--- config.mk ---
export PLATFORM = sky130hd
export DESIGN_NAME = tlpm_ram
export DESIGN_NICKNAME = d
export VERILOG_FILES = /design/src/hw/rtl/tlpm_ram.sv
export SDC_FILE = /design/constraint.sdc
export NUM_CORES = 2
export LEC_CHECK = 0
export BUFFER_PORTS_ARGS = -buffer_cell sky130_fd_sc_hd__buf_2
export CAP_MARGIN = 20
export CELL_PAD_IN_SITES_DETAIL_PLACEMENT = 0
export CELL_PAD_IN_SITES_GLOBAL_PLACEMENT = 1
export CORE_UTILIZATION = 43
export DETAILED_ROUTE_END_ITERATION = 6
export PLACE_DENSITY_LB_ADDON = 0.1
export REMOVE_ABC_BUFFERS = 1
export SYNTH_ARGS = -nofsm -noshare
export SYNTH_HDL_FRONTEND = slang
export SYNTH_SLANG_ARGS = --single-unit
--- constraint.sdc ---
create_clock -name clk_i -period 2.45 [get_ports clk_i]
set_input_delay 0.49 -clock clk_i [delete_from_list [all_inputs] [get_ports clk_i]]
set_output_delay 0.49 -clock clk_i [all_outputs]
set_load 0.02 [all_outputs]
--- src/hw/rtl/tlpm_ram.sv ---
// ----------------------------------------------------------------------------
// tlpm_ram
// simple dual port ram, one write and one registered read per cycle
// ----------------------------------------------------------------------------
module tlpm_ram #(
  parameter int WIDTH = 8,
  parameter int DEPTH = 256,
  localparam int AW = (DEPTH > 1) ? $clog2(DEPTH) : 1
) (
  input  logic             clk_i,
  input  logic             we_i,
  input  logic [AW-1:0]    waddr_i,
  input  logic [WIDTH-1:0] wdata_i,
  input  logic             re_i,
  input  logic [AW-1:0]    raddr_i,
  output logic [WIDTH-1:0] rdata_o
);

  logic [WIDTH-1:0] mem_q [DEPTH];

  always_ff @(posedge clk_i) begin
    if (we_i) begin
      mem_q[waddr_i] <= wdata_i;
    end
    if (re_i) begin
      rdata_o <= mem_q[raddr_i];
    end
  end

endmodule

==> qor.yml <==
ir_drop_mv: 0.670
final_cell_count_no_fill: 7116
drtIter0Drc: 4232
cts.sinks: 2056
status: "completed"
cts_buffer_depth: 3
dp.final_hpwl_mm: 144
leakage_nw: 31.0
layout.nets: 4498
reg2reg_from: "mem_q[80][1]"
synth-async-reset-ratio: 0
grt_pass1_vias: 42100
synth_compound_area_frac: 0.0342
core_um2: 183000
crit_path_start_kind: "flip-flop"
ios: 35
vias: 40600
yosysTopAreaCell: "edfxtp_1"
worst-setup-path-type: "flip-flop to flip-flop"
vias_per_cell: 5.70
wl_mm: 218
fin_ws_ns: 0.00943
pre_cts_slack_ns: -1.29
start_util: 0.434
synthFlopType: "edfxtp_1"
worstRegToRegCells: 6
finalSetupViolCount: 0
worst_pin_slew_ns: 0.829
yosys_warnings: 0
fill_cells: 14500
grt_max_degree: 89
grt.total_usage: 0.236
ys_seq_elements: 2056
relSlewSlack: 0.446
clk_latency_ns: 0.85
synth.top_cell.area_share: 0.775
synth_top_family_by_area: "multiplexers"
period_share: 0.996
hold_path.class: "input pin to flip-flop"
rows: 157
muxShareOfSynthArea: 0.146
final_core_util: 0.521
gp_congestion: 0.840
yosysMostFrequentCell: "edfxtp_1"
yosys.area_share.simple: 0.0263
synth-edff-count: 2056
die_area_um2: 187000
antenna_found_initial: 11
synth.top_cells.by_count: "2056 x edfxtp_1, 454 x mux4_2, 282 x nor2_1"
power.density_nw_per_um2: 782
rsz0062_at_grt: "true"
final-hold-violation-count: 0
grt_first_pass_wirelength_mm: 311
drt_first_pass_iters: 6
drive_above_1_share: 0.338
grt_remaining_overflow: 0
dpl.cell_count: 6719
port_buffers: 34
ant_nets: 0
min_path_cells: 1
synth.avg_cell_area_um2: 21.3
worstSetupEndpointType: "flip-flop"
cp-startpoint: "mem_q[80][1]"
cts-root-buf: "clkbuf_16"
synthCells: 3733
synth.distinct_cells: 54
critPathMaxFanout: 1
synth-xor-area-share: 0
clkSlewWorstSetupHoldPaths_ns: 0.06
r2r_slack_ns: 0.009
post_dp_cell_area_um2: 88200
cts_tree: "done"
cap_violations: 0
stdcell_area_um2: 95500
synthTopCellsByArea: "edfxtp_1 78%, mux4_2 13%, mux2i_1 1.7%"
clock.fmax_mhz: 410
endpoint: "rdata_o[1]"
cts_made_buffers: 210
crit_required_ns: 3.04
cts_max_level: 4
yosysSeqAreaShare: 0.775
die_h_um: 432
regToRegEndpoint: "rdata_o[1]"
maxSlewViolCount: 0
fin_skew_ns: 0.0345
die_x_um: 432
finalCriticalPeriod_ns: 2.44
wl_per_cell_um: 30.7
worstPathArrival_ns: 3.03
area_delta_synth_final_pct: 20.0
drc: 0
synthAdderAreaFrac: 0
syn_area_um2: 79600
per-layer routing:
layer  GRT usage  part of all wire
met5           0                 0
met4      0.0611             0.024
met3      0.0366             0.063
met2       0.395              0.50
met1       0.325              0.41
cell usage in the layout, fill, tap and decap left out, types with 5 or more instances in the layout:
cell        synthesis  layout
nor2_1            282     276
a211oi_1           16      13
o21ai_0            10       9
o22ai_1            28      28
diode_2             0       5
clkinv_2            0      40
clkbuf_1          111      41
nand2b_1            8       8
clkinv_1            1      47
a22o_1              8       8
o211ai_1           10      10
a21oi_1            96      95
clkbuf_16           0     213
nand2_1            33      33
nor4_1             24       7
nand3_1            34      34
a22oi_1           133     131
buf_2              31      22
mux4_2            454     454
nor4_4              0       8
o221ai_1           46      44
nor4_2              3      12
clkinvlp_4          0      11
nand4_1            10      10
mux2i_1           134     132
o22a_1              5       5
buf_4              27     619
bufinv_16           0      21
buf_12              8      98
nor3_1             22      19
and2_1              6       6
clkbuf_8            0       8
nor2b_1            31      26
edfxtp_1         2056    2056
a221oi_1           13      10
worst min path at each step:
stage / from / to / slack [ns]
CTS: re_i / rdata_o[3] / 0.05
floorplan: wdata_i[0] / mem_q[0][0] / 0.59
finish: re_i / rdata_o[3] / 0.11
global placement: wdata_i[3] / mem_q[218][3] / 0.88
detailed placement: wdata_i[3] / mem_q[218][3] / 0.88
global route: re_i / rdata_o[7] / 0.06
worst max-delay path, stage by stage, from the launching register on:
cell and delay, ns:
edfxtp_1 0.38, mux4_2 0.48, mux4_2 0.52, nor2b_4 0.18
nor4_4 0.37, buf_4 0.21, nor4_2 0.05
power by group:
part | internal (mW) | total (mW) | leakage (nW) | switching [mW]
Clock | 18.1 | 31.6 | 3.31 | 13.5
Sequential | 38.8 | 38.8 | 18.5 | 0.0486
Combinational | 1.74 | 4.30 | 9.17 | 2.56
kinds of logic after synthesis:
kind of cell | after synthesis
AO/OA/AOI/OAI | 385
buffers and inverters | 235
flip-flops | 2056
multiplexers | 591
AND/OR/NAND/NOR | 466
registers in the layout, indices dropped and copies added, names as in the netlist:
register / flops
rdata_o: 8
mem_q: 2048
through the flow:
| stage | setup TNS, ns | power, mW | hold slack, ns |
|---|---|---|---|
| after floorplan | -3.96 | 40.9 | 0.589 |
| after global placement | -11.46 | 43.8 | 0.876 |
| after detailed placement | -11.41 | 43.8 | 0.879 |
| after CTS | -0.0210 | 75.3 | 0.0451 |
| after global routing | -0.0762 | 76.7 | 0.0557 |
| final | 0 | 74.7 | 0.115 |
layout make-up:
cell class                 instances  area, um^2  share of cell area
tap                             2464        3080              0.0323
clock buffer                     253        5460              0.0571
antenna                            5        12.5            0.000131
timing repair buffer             759        7050              0.0738
inverter                           2        7.51           0.0000786
sequential                      2056       61700               0.646
clock inverter                   135        1360              0.0143
multi-input combinational       1442       16800               0.176
timing repair:
action / in CTS / in global routing
gates cloned: 1 / 1
hold endpoints to repair: 14 / 0
hold buffers: 1 / 0
gates resized for setup: 32 / 32
pin swaps: 9 / 14
endpoints found under the setup margin: 8 / 8
buffers inserted: 1 / 0
Note: power is estimated with default switching activity, not from simulation.
